`src/rtl/core/ookpd_pkg.sv`:
```
// Package with the word types, register indexes and constants of the OOK frame encoder.
package ookpd_pkg;

    localparam int FRAME_LEN = 36;
    localparam logic [3:0] SYNC_LEN = 4'd9;
    localparam logic [3:0] BIT0_LEN = 4'd3;
    localparam logic [3:0] ONE_LEN = 4'd5;
    localparam logic [3:0] CHANNEL_OFFSET = 4'd7;
    localparam logic [3:0] FIXED_NIBBLE = 4'hF;

    localparam logic [3:0] REPEAT_COUNT_RESET = 4'd12;
    localparam logic [15:0] SAMPLES_PER_SYMBOL_RESET = 16'd1000;

    localparam int CFG_INDEX_W = 1;
    localparam int CFG_DATA_W = 16;
    localparam logic [CFG_INDEX_W-1:0] CFG_REPEAT_COUNT = 1'd0;
    localparam logic [CFG_INDEX_W-1:0] CFG_SAMPLES_PER_SYMBOL = 1'd1;

    localparam logic OP_LOAD = 1'b0;
    localparam logic OP_TICK = 1'b1;

    typedef struct packed {
        logic              op;
        logic [7:0]        sensor_id;
        logic [3:0]        channel;
        logic signed [11:0] temp_tenths;
        logic [7:0]        humidity;
    } in_word_t;

    typedef struct packed {
        logic level;
        logic active;
        logic last;
    } out_word_t;

endpackage

```
`src/rtl/core/ook_pulse_distance_frame_encoder.sv`:
```
// Top level of the OOK pulse-distance frame encoder for a weather sensor frame.
//
// Usage: the input channel carries words of two kinds. A load word (op 0) packs a
// 36-bit frame from sensor_id, channel, temp_tenths and humidity and restarts the
// transmission from the sync of the first repeat; it gives no result. A tick word
// (op 1) stands for one output sample and gives exactly one result word with the
// keying level, an active flag and a last flag on the final sample of the final
// repeat. Idle ticks give level 0 with active and last low.
// The two registers (repeat_count, samples_per_symbol) are written through the
// write port; the user is to write them only when the block is idle, as the block
// itself does not enforce it. Zero in either is treated as one. A tick's result is
// registered in the output buffer. Throughput: one word per cycle while in_ready
// is high; the state update is a single registered pass.
// Reset clears the sequencer to idle, empties the output buffer and loads the
// register defaults (12 repeats, 1000 samples per symbol).
// When the receiver stalls, a second result is held in a skid entry; in_ready
// drops only while both output entries are full.
module ook_pulse_distance_frame_encoder (
    input  logic                                clk,
    input  logic                                rst_n,
    input  logic                                in_valid,
    output logic                                in_ready,
    input  ookpd_pkg::in_word_t                 in_data,
    output logic                                out_valid,
    input  logic                                out_ready,
    output ookpd_pkg::out_word_t                out_data,
    input  logic                                cfg_we,
    input  logic [ookpd_pkg::CFG_INDEX_W-1:0]   cfg_index,
    input  logic [ookpd_pkg::CFG_DATA_W-1:0]    cfg_data
);

    logic [3:0]  repeat_count_reg;
    logic [15:0] samples_per_symbol_reg;

    logic [35:0] frame_bits_reg;
    logic [35:0] frame_bits_next;
    logic [3:0]  repeat_index_reg;
    logic [3:0]  repeat_index_next;
    logic [5:0]  bit_index_reg;
    logic [5:0]  bit_index_next;
    logic [3:0]  symbol_position_reg;
    logic [3:0]  symbol_position_next;
    logic [15:0] sample_counter_reg;
    logic [15:0] sample_counter_next;
    logic        in_sync_reg;
    logic        in_sync_next;
    logic        busy_reg;
    logic        busy_next;

    logic                 accept;
    logic                 push_valid;
    ookpd_pkg::out_word_t push_word;
    logic [16:0]          sps;
    logic [4:0]           reps;
    logic [5:0]           bit_pos;
    logic                 current_bit;
    logic [3:0]           group_len;
    logic [3:0]           channel_nibble;

    assign accept = in_valid && in_ready;
    assign sps = (samples_per_symbol_reg == 16'd0) ? 17'd1 : {1'b0, samples_per_symbol_reg};
    assign reps = (repeat_count_reg == 4'd0) ? 5'd1 : {1'b0, repeat_count_reg};
    assign bit_pos = 6'(ookpd_pkg::FRAME_LEN - 1) - bit_index_reg;
    assign current_bit = (bit_index_reg < 6'(ookpd_pkg::FRAME_LEN)) ?
                         frame_bits_reg[bit_pos] : 1'b0;
    assign group_len = in_sync_reg ? ookpd_pkg::SYNC_LEN :
                       (current_bit ? ookpd_pkg::ONE_LEN : ookpd_pkg::BIT0_LEN);
    assign channel_nibble = in_data.channel + ookpd_pkg::CHANNEL_OFFSET;

    always_comb
    begin
        frame_bits_next = frame_bits_reg;
        repeat_index_next = repeat_index_reg;
        bit_index_next = bit_index_reg;
        symbol_position_next = symbol_position_reg;
        sample_counter_next = sample_counter_reg;
        in_sync_next = in_sync_reg;
        busy_next = busy_reg;
        push_valid = 1'b0;
        push_word = '0;
        if (accept)
        begin
            if (in_data.op == ookpd_pkg::OP_LOAD)
            begin
                frame_bits_next = {in_data.sensor_id, channel_nibble,
                                   in_data.temp_tenths, ookpd_pkg::FIXED_NIBBLE,
                                   in_data.humidity};
                repeat_index_next = 4'd0;
                bit_index_next = 6'd0;
                symbol_position_next = 4'd0;
                sample_counter_next = 16'd0;
                in_sync_next = 1'b1;
                busy_next = 1'b1;
            end
            else
            begin
                push_valid = 1'b1;
                if (busy_reg)
                begin
                    push_word.level = (symbol_position_reg == 4'd0);
                    push_word.active = 1'b1;
                    if ({1'b0, sample_counter_reg} + 17'd1 >= sps)
                    begin
                        sample_counter_next = 16'd0;
                        if (symbol_position_reg + 4'd1 >= group_len)
                        begin
                            symbol_position_next = 4'd0;
                            if (in_sync_reg)
                            begin
                                in_sync_next = 1'b0;
                                bit_index_next = 6'd0;
                            end
                            else if (bit_index_reg + 6'd1 >= 6'(ookpd_pkg::FRAME_LEN))
                            begin
                                bit_index_next = 6'd0;
                                if ({1'b0, repeat_index_reg} + 5'd1 >= reps)
                                begin
                                    busy_next = 1'b0;
                                    repeat_index_next = 4'd0;
                                    push_word.last = 1'b1;
                                end
                                else
                                begin
                                    repeat_index_next = repeat_index_reg + 4'd1;
                                    in_sync_next = 1'b1;
                                end
                            end
                            else
                            begin
                                bit_index_next = bit_index_reg + 6'd1;
                            end
                        end
                        else
                        begin
                            symbol_position_next = symbol_position_reg + 4'd1;
                        end
                    end
                    else
                    begin
                        sample_counter_next = sample_counter_reg + 16'd1;
                    end
                end
            end
        end
    end

    always_ff @(posedge clk or negedge rst_n)
    begin
        if (!rst_n)
        begin
            repeat_count_reg <= ookpd_pkg::REPEAT_COUNT_RESET;
            samples_per_symbol_reg <= ookpd_pkg::SAMPLES_PER_SYMBOL_RESET;
        end
        else if (cfg_we)
        begin
            case (cfg_index)
                ookpd_pkg::CFG_REPEAT_COUNT: repeat_count_reg <= cfg_data[3:0];
                ookpd_pkg::CFG_SAMPLES_PER_SYMBOL: samples_per_symbol_reg <= cfg_data;
                default: ;
            endcase
        end
    end

    always_ff @(posedge clk or negedge rst_n)
    begin
        if (!rst_n)
        begin
            frame_bits_reg <= '0;
            repeat_index_reg <= 4'd0;
            bit_index_reg <= 6'd0;
            symbol_position_reg <= 4'd0;
            sample_counter_reg <= 16'd0;
            in_sync_reg <= 1'b0;
            busy_reg <= 1'b0;
        end
        else
        begin
            frame_bits_reg <= frame_bits_next;
            repeat_index_reg <= repeat_index_next;
            bit_index_reg <= bit_index_next;
            symbol_position_reg <= symbol_position_next;
            sample_counter_reg <= sample_counter_next;
            in_sync_reg <= in_sync_next;
            busy_reg <= busy_next;
        end
    end

    ookpd_out_buf u_out_buf (
        .clk        (clk),
        .rst_n      (rst_n),
        .push_valid (push_valid),
        .push_word  (push_word),
        .push_ready (in_ready),
        .out_valid  (out_valid),
        .out_ready  (out_ready),
        .out_data   (out_data)
    );

endmodule

```
`src/rtl/core/ookpd_out_buf.sv`:
```
// Two-entry output buffer that holds result words while the receiver stalls.
module ookpd_out_buf (
    input  logic                clk,
    input  logic                rst_n,
    input  logic                push_valid,
    input  ookpd_pkg::out_word_t push_word,
    output logic                push_ready,
    output logic                out_valid,
    input  logic                out_ready,
    output ookpd_pkg::out_word_t out_data
);

    logic                 main_valid_reg;
    logic                 main_valid_next;
    ookpd_pkg::out_word_t main_word_reg;
    ookpd_pkg::out_word_t main_word_next;
    logic                 skid_valid_reg;
    logic                 skid_valid_next;
    ookpd_pkg::out_word_t skid_word_reg;
    ookpd_pkg::out_word_t skid_word_next;

    assign push_ready = !skid_valid_reg;
    assign out_valid = main_valid_reg;
    assign out_data = main_word_reg;

    always_comb
    begin
        main_valid_next = main_valid_reg;
        main_word_next = main_word_reg;
        skid_valid_next = skid_valid_reg;
        skid_word_next = skid_word_reg;
        if (main_valid_reg && !out_ready)
        begin
            if (push_valid && !skid_valid_reg)
            begin
                skid_valid_next = 1'b1;
                skid_word_next = push_word;
            end
        end
        else if (skid_valid_reg)
        begin
            main_valid_next = 1'b1;
            main_word_next = skid_word_reg;
            skid_valid_next = 1'b0;
        end
        else
        begin
            main_valid_next = push_valid;
            main_word_next = push_word;
        end
    end

    always_ff @(posedge clk or negedge rst_n)
    begin
        if (!rst_n)
        begin
            main_valid_reg <= 1'b0;
            skid_valid_reg <= 1'b0;
        end
        else
        begin
            main_valid_reg <= main_valid_next;
            skid_valid_reg <= skid_valid_next;
        end
    end

    always_ff @(posedge clk)
    begin
        main_word_reg <= main_word_next;
        skid_word_reg <= skid_word_next;
    end

endmodule

```
`config.mk`:
```
export PLATFORM = sky130hd
export DESIGN_NAME = ook_pulse_distance_frame_encoder
export DESIGN_NICKNAME = d
export VERILOG_FILES = /design/src/rtl/core/ookpd_pkg.sv /design/src/rtl/core/ook_pulse_distance_frame_encoder.sv /design/src/rtl/core/ookpd_out_buf.sv
export SDC_FILE = /design/constraint.sdc
export NUM_CORES = 1
export LEC_CHECK = 0
export ABC_AREA = 1
export BUFFER_PORTS_ARGS = -buffer_cell sky130_fd_sc_hd__buf_4
export CORE_ASPECT_RATIO = 1.4
export CORE_MARGIN = 1
export CORE_UTILIZATION = 53
export CTS_BUF_LIST = sky130_fd_sc_hd__clkbuf_16
export DETAILED_ROUTE_END_ITERATION = 6
export GPL_TIMING_DRIVEN = 0
export HOLD_SLACK_MARGIN = 0.1
export PLACE_DENSITY = 0.76
export SLEW_MARGIN = 20
export SYNTH_ARGS = -nofsm -noshare
export SYNTH_HDL_FRONTEND = slang
export SYNTH_SLANG_ARGS = --single-unit
```
`constraint.sdc`:
```
create_clock -name clk -period 2.9 [get_ports clk]
set_input_delay 0.29 -clock clk [delete_from_list [all_inputs] [get_ports clk]]
set_output_delay 0.29 -clock clk [all_outputs]
set_load 0.1 [all_outputs]
```
Word-level counts from Yosys, hierarchy flattened
Index checks and enable logic that the tools add are counted.

Bits in registers: 96. Output and inout bits: 5. Word-level logic and storage cells: 109.

Add/sub/neg operators: 8. Magnitude comparators: 6. Equal/unequal tests: 6. Muxes and demuxes: 54. Bitwise operators: 2. Reduce and logical (&&, ||, !) cells: 16.

Operators with widths (number): $mux 16 (4); $mux 4 (13); $mux 6 (6); $mux 1 (25); $add 16x1->17 const B (1); $ge 17x16->1 (1); $add 16x1->16 const B (1); $logic_not 16->1 (1); $mux 3 (5); $reduce_and 2->1 (5); $add 4x1->4 const B (2); $logic_not 4->1 (2); $ne 2x1->1 const B (4); $lt 6x7->1 const B (1); $add 6x1->6 const B (1); $bmux 1 s6 (1); $ge 6x6->1 const B (1); $lt 6x6->1 const B (1); $reduce_and 6->1 (1); $sub 6x6->6 const A (1); $add 4x1->5 const B (1); $ge 5x4->1 (1); $add 4x3->4 const B (1); $ge 4x4->1 (1); 6 further kinds (11).

Longest topological paths before layout
Gate-level depths: netlist of run 1.

Depth in word-level cells: 13. Gate-level depth with buffers: 22.

By module
From an unflattened synthesis of run 1, not the netlist that was laid out.

Cell total of the unflattened synthesis: 696. Area, all modules: 5461.5 µm².

Modules (own cells, without submodules): ook_pulse_distance_frame_encoder (instances 1, cells each 671, area an instance 5167.5 µm², sequential area each 2137.0 µm²); ookpd_out_buf (instances 1, cells each 25, area an instance 294.0 µm², sequential area each 230.2 µm²).

Worst setup path before layout of run 1
OpenSTA, ideal clock, no wires.

Path type: register to register. Start: register sample_counter_reg[0]. End: register sample_counter_reg[10]. Data arrival time: 2.803 ns. Required time: 2.817 ns. Slack: 0.014 ns. Cell stages (with the launch flop): 21. Buffers on the path: 1. Clock period less this slack: 2.886 ns. Cell sequence: dfrtp_1 ha_1 nand2_1 nor2_1 nand3_1 nor2_1 nand2_1 nor2_2 nand2_1 o21a_1 ha_1 a21oi_1 nor2_1 nor2_1 o21ai_0 a31oi_1 nand3_2 inv_1 clkbuf_1 nand3_1 o21ai_0.

Cells in the longest elaborated chain, start to end: 5. Elaborated cells on any way between the ends: 6. Classes of those cells: add/sub: 2; order compare: 1; mux: 3.

Ends and longest elaborated chain: start: declaration (RTL line ook_pulse_distance_frame_encoder.sv:43) `logic [15:0] sample_counter_reg;`; start signal: assignment (RTL line ook_pulse_distance_frame_encoder.sv:182) `sample_counter_reg <= sample_counter_next;`; $add 16x1->17 (RTL line ook_pulse_distance_frame_encoder.sv:102) `if ({1'b0, sample_counter_reg} + 17'd1 >= sps)`; $ge 17x16->1 (RTL line ook_pulse_distance_frame_encoder.sv:102); $mux 16 (*) (RTL line ook_pulse_distance_frame_encoder.sv:102); $mux 16 (*) (RTL line ook_pulse_distance_frame_encoder.sv:98) `if (busy_reg)`; $mux 16 (*) (RTL line ook_pulse_distance_frame_encoder.sv:83) `if (in_data.op == ookpd_pkg::OP_LOAD)`.

Mark *: on every way between the ends. The rest lies on a longest branch, timed or not. The select of a mux whose other input is x is not followed. A chain may end at the register's enable or synchronous reset.

Final worst setup path of run 1
Start: register sample_counter_reg[0]. End: register sample_counter_reg[9].

The elaborated chain is that of the path after synthesis.

==> parameters.txt, run 1 <==
Parameter                              Value

Run status
  Run status    finished with violations
  Violated checks    setup timing

Layout
  Total area of sequential cells    2370 sq um
  Most used cells in the layout excluding fill and tap cells    sky130_fd_sc_hd__nand2_1 (200), sky130_fd_sc_hd__inv_1 (85), sky130_fd_sc_hd__buf_4 (81), sky130_fd_sc_hd__dfrtp_1 (79), sky130_fd_sc_hd__nor2_1 (52)
  Net count of the finished layout    872
  Multi-input gate area in the final layout    2760 sq um
  Most frequent standard cell in the layout excluding fill and tap cells    sky130_fd_sc_hd__nand2_1
  Final Util    70.0%
  Max reg flops    33
  Diode count    0
  Fill count    742
  Cell area after layout    6730 sq um
  Layout-stage area growth over the synthesis result    26.8%
  Layout cells sized above 1    23.1%

Routing
  Routed wire length    12800 um
  Number of remaining DRC errors    0
  Total via count in the routed design    4869
  Initial detailed-routing violation count    244
  Via density    5.28
  DRT antenna net count    0
  Iteration count of the initial detailed-routing pass    4
  Average wire length per cell after detail routing    13.8 um

Setup path
  Critical Path Fanout Max    4
  Critical path data arrival time    3.39 ns
  Kind of start point of the critical path    flip-flop
  Setup Crit Path Kind    flip-flop to flip-flop
  Cell-by-cell trace of the critical path    ha_2, nand2_2, nor2_4, nand3_2, nor2_4, inv_2, nor2_4, xor2_2, ha_1, nand2_2, nor2_2, a211oi_2, nand2_1, nand2_1, nand2_1, nand2_2, nand3_4, buf_4, buf_6, o31ai_2
  Critical Path Max Stage Delay    0.39 ns
  Slowest stage cell, crit path    sky130_fd_sc_hd__dfrtp_1
  CP Data Required Time    3.16 ns
  Worst Setup End Kind    flip-flop

Die
  Cell Rows    42
  I/O Pins    60
  X dimension of the die    86.6 um
  Die area    10400 sq um
  Die outline height    120 um
  Starting utilization of the core area    55.2%
  Standard cell core area    9620 sq um

Clocking
  CTS Buffer Depth    2
  Clock transition at the registers of the reported paths    0.07 ns
  Skew-Pair Late Insertion Delay    0.35 ns
  Num Clock Sinks    93
  Number of CTS-inserted buffers    9
  Root Buffer Master    sky130_fd_sc_hd__clkbuf_16
  CTS tree    done
  Number of H-tree levels    3

Power
  LEAKAGE    3.50 nW
  Clock share of power    27.1%
  Sw Pwr    0.00165 W
  Switching power as a share of total power    37.7%
  Seq pwr share    36.8%
  Total Power Consumption    0.00438 W
  Combinational share of power    36.1%
  Peak supply drop    350 uV
  Cell Int Power    0.00273 W
  Power density relative to cell area    651 nW/um^2

STA
  Relative slew margins    37.4%
  Final setup violating endpoints    34
  RSZ-0062 raised after global routing    true
  Final Hold Fails    0
  Transition time at the pin with the least slew margin    0.939 ns
  Max frequency    319 MHz
  Hold slack final    0.131 ns
  Final period util    108%
  Final Max Slew Viols    0
  Setup Total Neg Slack    -6.02 ns
  Setup skew after layout    0.0129 ns
  Slack of the critical path    -0.235 ns
  Final min period    3.14 ns

Synth
  Count of yosys warnings during synthesis    0
  Synth Net Count    774
  Unique cell type count in the Yosys netlist    40
  Number of enable flip-flop cells after synthesis    6
  Cell Area, Synth    5310 sq um
  Part of the Yosys area used for sequential elements    44.6%
  Mean area per synthesized cell    7.72 sq um
  Leading register cell type out of synthesis    sky130_fd_sc_hd__dfrtp_1
  Synthesized instance count    688
  Proportion of synthesized flip-flops having asynchronous set or reset    93.5%
  Number of storage elements in the synthesis netlist    93

Worst hold path
  Type of the worst min-delay path    primary input to flip-flop

Global route
  Vias in the first global route    4982
  Antenna violations before repair    0
  Largest net degree at the start of global routing    88
  GRT Residual Overflow    0
  Global-route wire length before repair    20800 um
  Overall global routing resource usage    25.7%

Placement
  Buffers added on ports    59
  Detailed-placement wirelength estimate    8410 um
  Routability congestion estimate from global placement    0.894
  Placed cell area    5920 sq um

Flow run
  Max-cap violations    0
## layout make-up
cell class                      count  area share (%)
Multi-Input combinational cell    483            41.0
Sequential cell                    93            35.2
Timing Repair Buffer               87            10.1
Inverter                           92            5.17
Clock buffer                        9            3.34
Tap cell                          132            2.45
Buffer                             20            1.73
Clock inverter                      7            1.08
## what timing repair did
action                                  in CTS  in global routing
hold buffers                                 0                  1
endpoints found under the setup margin      34                 34
hold endpoints to repair                     0                 70
gates cloned                                 2                  0
pin swaps                                   37                 18
gates resized for setup                     63                 18
setup buffers                               20                  5
## cell families (layout without fill, tap and decap cells)
group	Yosys count	in the layout	synth area share (%)
AND/OR/NAND/NOR	350	350	27.7
flip-flops	93	93	44.6
AO/OA/AOI/OAI	81	81	8.46
buffers and inverters	112	215	8.44
XOR/XNOR	21	21	3.46
adder cells (fa/ha/maj)	31	31	7.31
## critical path: cells and delay by family (launching register included)
| kind | cells | cell delay (ns) |
|---|---|---|
| xor+xnor | 1 | 0.22 |
| buf+inv | 3 | 0.37 |
| fa+ha+maj | 2 | 0.51 |
| compound gates | 2 | 0.42 |
| flops | 1 | 0.39 |
| simple gates | 12 | 1.12 |
## power by group through the flow
stage / combinational, W / clock [W] / sequential (W)
after global placement: 0.00142 / 0 / 0.00163
after CTS: 0.00155 / 0.00120 / 0.00161
final: 0.00158 / 0.00119 / 0.00161
after floorplan: 0.00104 / 0 / 0.00166
after detailed placement: 0.00147 / 0 / 0.00163
after global routing: 0.00177 / 0.00126 / 0.00163
## metrics by stage
| step | setup slack (ns) | cells |
|---|---|---|
| floorplan | 0.0143 | 688 |
| global placement | -0.713 | 879 |
| detailed placement | -0.808 | 879 |
| CTS | -0.0934 | 917 |
| global route | -0.481 | 923 |
| finish | -0.235 | 923 |
## cell usage after synthesis, drive strengths merged, types with 2 or more instances
library cell,number,share of area [%]
clkbuf,11,0.78
nand2,211,15
dfrtp,79,37
edfxtp,6,3.4
a211oi,2,0.28
dfstp,8,4.0
nand4,9,1.1
nor4,4,0.47
o31ai,2,0.28
nor2,62,4.5
xor2,17,2.8
a21oi,25,2.6
ha,31,7.3
buf,9,1.2
inv,92,6.5
xnor2,4,0.66
o21ai,44,4.1
nand3,58,6.0
nor3,3,0.28
## layer usage
layer | share of wire [%] | global-route usage, % | vias to the layer above
met5 | 0 | 0 | -
li1 | - | - | 2383
met1 | 40 | 26.6 | 2286
met2 | 52 | 47.3 | 161
met3 | 4.0 | 5.05 | 39
met4 | 4.0 | 14.7 | 0
## path summary, 6_finish.rpt
path,from,to,slack (ns),cells past startpoint
max,sample_counter_reg[0]$_DFFE_PN0P_,sample_counter_reg[9]$_DFFE_PN0P_,-0.24,20
min,in_data[1],frame_bits_reg[1]$_DFFE_PN0P_,0.13,3
max reg2reg,sample_counter_reg[0]$_DFFE_PN0P_,sample_counter_reg[9]$_DFFE_PN0P_,-0.24,20
min reg2reg,frame_bits_reg[11]$_DFFE_PN0P_,frame_bits_reg[11]$_DFFE_PN0P_,0.47,1
max in group asynchronous,rst_n,repeat_index_reg[2]$_DFFE_PN0P_,1.77,2
min in group asynchronous,rst_n,frame_bits_reg[1]$_DFFE_PN0P_,0.55,2
Note: power is estimated with default switching activity, not from simulation.
==> inputs of run 2 (changes only) <==
--- a/config.mk
+++ b/config.mk
@@ -8,13 +8,13 @@
 export ABC_AREA = 1
 export BUFFER_PORTS_ARGS = -buffer_cell sky130_fd_sc_hd__buf_4
 export CORE_ASPECT_RATIO = 1.4
-export CORE_MARGIN = 1
-export CORE_UTILIZATION = 53
+export CORE_MARGIN = 8
+export CORE_UTILIZATION = 45
 export CTS_BUF_LIST = sky130_fd_sc_hd__clkbuf_16
 export DETAILED_ROUTE_END_ITERATION = 6
 export GPL_TIMING_DRIVEN = 0
 export HOLD_SLACK_MARGIN = 0.1
-export PLACE_DENSITY = 0.76
+export PLACE_DENSITY = 0.66
 export SLEW_MARGIN = 20
 export SYNTH_ARGS = -nofsm -noshare
 export SYNTH_HDL_FRONTEND = slang
==> parameters.txt, run 2 (same netlist as run 1, synthesis figures left out) <==
Parameter                              Value

Power
  Peak supply drop    338 uV (-3.5%)
  LEAKAGE    3.52 nW (+0.49%)
  Switching power as a share of total power    38.6% (+0.89 points)
  Sw Pwr    0.00167 W (+1.4%)
  Clock share of power    26.0% (-1.1 points)
  Seq pwr share    37.3% (+0.5 points)
  Cell Int Power    0.00266 W (-2.4%)
  Power density relative to cell area    638 nW/um^2 (-1.9%)
  Combinational share of power    36.7% (+0.6 points)

Clocking
  Number of CTS-inserted buffers    9 (unchanged)
  Clock transition at the registers of the reported paths    0.07 ns (about the same)
  Num Clock Sinks    93 (unchanged)
  CTS tree    done
  Root Buffer Master    sky130_fd_sc_hd__clkbuf_16
  Skew-Pair Late Insertion Delay    0.35 ns (about the same)
  Number of H-tree levels    3 (unchanged)
  CTS Buffer Depth    2 (unchanged)

Global route
  Largest net degree at the start of global routing    88 (unchanged)
  Vias in the first global route    5003 (+0.42%)
  Global-route wire length before repair    21900 um (+4.9%)
  GRT Residual Overflow    0 (unchanged)
  Antenna violations before repair    0 (unchanged)
  Overall global routing resource usage    17.4% (-8.3 points)

Die
  X dimension of the die    108 um (+24%)
  Standard cell core area    11600 sq um (+21%)
  Die area    15600 sq um (+49%)
  Starting utilization of the core area    45.6% (-9.6 points)
  Die outline height    145 um (+20%)
  Cell Rows    47 (+12%)
  I/O Pins    60 (unchanged)

Setup path
  Worst Setup End Kind    flip-flop
  Kind of start point of the critical path    flip-flop
  CP Data Required Time    3.13 ns (-0.03 ns)
  Critical path data arrival time    3.27 ns (-0.12 ns)
  Critical Path Fanout Max    5 (+1)
  Setup Crit Path Kind    flip-flop to flip-flop

Routing
  Routed wire length    13000 um (+1.9%)
  Average wire length per cell after detail routing    13.8 um (about the same)
  Number of remaining DRC errors    0 (unchanged)
  Total via count in the routed design    4758 (-2.3%)
  Via density    5.06 (-4.1%)
  DRT antenna net count    0 (unchanged)
  Iteration count of the initial detailed-routing pass    4 (unchanged)
  Initial detailed-routing violation count    176 (-28%)

Run status
  Violated checks    setup timing
  Run status    finished with violations

Layout
  Most frequent standard cell in the layout excluding fill and tap cells    sky130_fd_sc_hd__nand2_1
  Total area of sequential cells    2370 sq um (unchanged)
  Multi-input gate area in the final layout    2800 sq um (+1.5%)
  Layout cells sized above 1    24.1% (+0.92 points)
  Most used cells in the layout excluding fill and tap cells    sky130_fd_sc_hd__nand2_1 (198), sky130_fd_sc_hd__buf_4 (85), sky130_fd_sc_hd__inv_1 (82), sky130_fd_sc_hd__dfrtp_1 (79), sky130_fd_sc_hd__nor2_1 (52)
  Fill count    1067 (+44%)
  Diode count    0 (unchanged)
  Layout-stage area growth over the synthesis result    28.1%
  Cell area after layout    6800 sq um (+0.98%)
  Max reg flops    33 (unchanged)
  Net count of the finished layout    875 (+0.34%)

STA
  Final Max Slew Viols    0 (unchanged)
  Hold slack final    0.137 ns (+0.00595 ns)
  Final min period    3.04 ns (-0.0938 ns)
  RSZ-0062 raised after global routing    true
  Final setup violating endpoints    34 (unchanged)
  Final period util    105% (-3.2 points)
  Transition time at the pin with the least slew margin    0.990 ns (+0.0503 ns)
  Setup skew after layout    0.0119 ns (-0.000991 ns)
  Relative slew margins    34.0% (-3.4 points)
  Max frequency    329 MHz (+3.1%)
  Slack of the critical path    -0.141 ns (+0.0938 ns)
  Final Hold Fails    0 (unchanged)

Placement
  Buffers added on ports    59 (unchanged)
  Routability congestion estimate from global placement    0.897 (+0.31%)
  Detailed-placement wirelength estimate    9200 um (+9.3%)
  Placed cell area    5940 sq um (+0.32%)

Worst hold path
  Type of the worst min-delay path    primary input to flip-flop

Flow run
  Max-cap violations    0 (unchanged)
## run 2: final timing paths
| check | start | end | slack [ns] | depth (start not counted) |
|---|---|---|---|---|
| worst max-delay path | sample_counter_reg[0]$_DFFE_PN0P_ | symbol_position_reg[1]$_DFFE_PN0P_ | -0.14 | 22 |
| max in group asynchronous | rst_n | sample_counter_reg[10]$_DFFE_PN0P_ | 1.78 | 2 |
| worst min register to register | frame_bits_reg[6]$_DFFE_PN0P_ | frame_bits_reg[6]$_DFFE_PN0P_ | 0.47 | 2 |
| worst min-delay path | in_data[2] | frame_bits_reg[2]$_DFFE_PN0P_ | 0.14 | 3 |
| worst max register to register | sample_counter_reg[0]$_DFFE_PN0P_ | symbol_position_reg[1]$_DFFE_PN0P_ | -0.14 | 22 |
| min in group asynchronous | rst_n | frame_bits_reg[18]$_DFFE_PN0P_ | 0.54 | 2 |
## run 2: layout make-up
cell class / instances / area share (%)
Inverter: 92 / 5.12
Clock buffer: 9 / 3.31
Buffer: 20 / 1.75
Multi-Input combinational cell: 483 / 41.2
Clock inverter: 7 / 0.828
Timing Repair Buffer: 90 / 10.3
Sequential cell: 93 / 34.8
Tap cell: 147 / 2.70
## run 2: metal layers
layer  GRT usage (%)  up-vias  wire length [um]  share of wire [%]
met3            3.03       21               470                3.6
met1            18.0     2254              5200                 40
met2            32.4       97              7010                 54
met5               0        -                 0                  0
li1                -     2386                 -                  -
met4            8.72        0               329                2.5
## run 2: what timing repair did
action,CTS,global route
pin swaps,32,25
cloned,2,0
setup endpoints to repair,34,34
endpoints found under the hold margin,0,58
hold buffers,0,1
setup buffers,21,8
gates resized for setup,54,34
## run 2: power by group through the flow
stage	clock network (W)	logic, W	registers, W
after floorplan	0	0.00104	0.00166
after global routing	0.00120	0.00180	0.00165
after detailed placement	0	0.00146	0.00164
after global placement	0	0.00143	0.00163
final	0.00113	0.00159	0.00162
after CTS	0.00115	0.00155	0.00162
## run 2: critical path: stages, from the launching register on
cell	delay, ns
sky130_fd_sc_hd__dfrtp_1	0.42
sky130_fd_sc_hd__ha_2	0.22
sky130_fd_sc_hd__nand2_2	0.07
sky130_fd_sc_hd__nor2_4	0.10
sky130_fd_sc_hd__nand3_2	0.10
sky130_fd_sc_hd__nor2_4	0.15
sky130_fd_sc_hd__inv_2	0.07
sky130_fd_sc_hd__nor2_2	0.12
sky130_fd_sc_hd__xor2_2	0.25
sky130_fd_sc_hd__ha_4	0.26
sky130_fd_sc_hd__nand2_4	0.07
sky130_fd_sc_hd__nor2_1	0.06
sky130_fd_sc_hd__a211oi_2	0.15
sky130_fd_sc_hd__nand2_1	0.08
sky130_fd_sc_hd__nand2_1	0.06
sky130_fd_sc_hd__nand2_1	0.06
sky130_fd_sc_hd__nand2_2	0.12
sky130_fd_sc_hd__nand3_4	0.12
sky130_fd_sc_hd__nand2_4	0.12
sky130_fd_sc_hd__inv_4	0.07
sky130_fd_sc_hd__buf_6	0.13
sky130_fd_sc_hd__nand4_1	0.08
sky130_fd_sc_hd__nand2_1	0.05
## run 2: stage by stage
stage / setup TNS [ns] / util (%) / worst slack (ns) / instances / total power [W]
final: -2.90 / 58.4 / -0.141 / 941 / 0.00434
after detailed placement: -19.52 / 51.0 / -0.786 / 894 / 0.00310
after CTS: -1.93 / 56.7 / -0.152 / 933 / 0.00432
after global placement: -18.63 / 51.0 / -0.752 / 894 / 0.00306
after floorplan: 0 / - / 0.0143 / 688 / 0.00270
after global routing: -9.24 / 58.4 / -0.358 / 941 / 0.00465
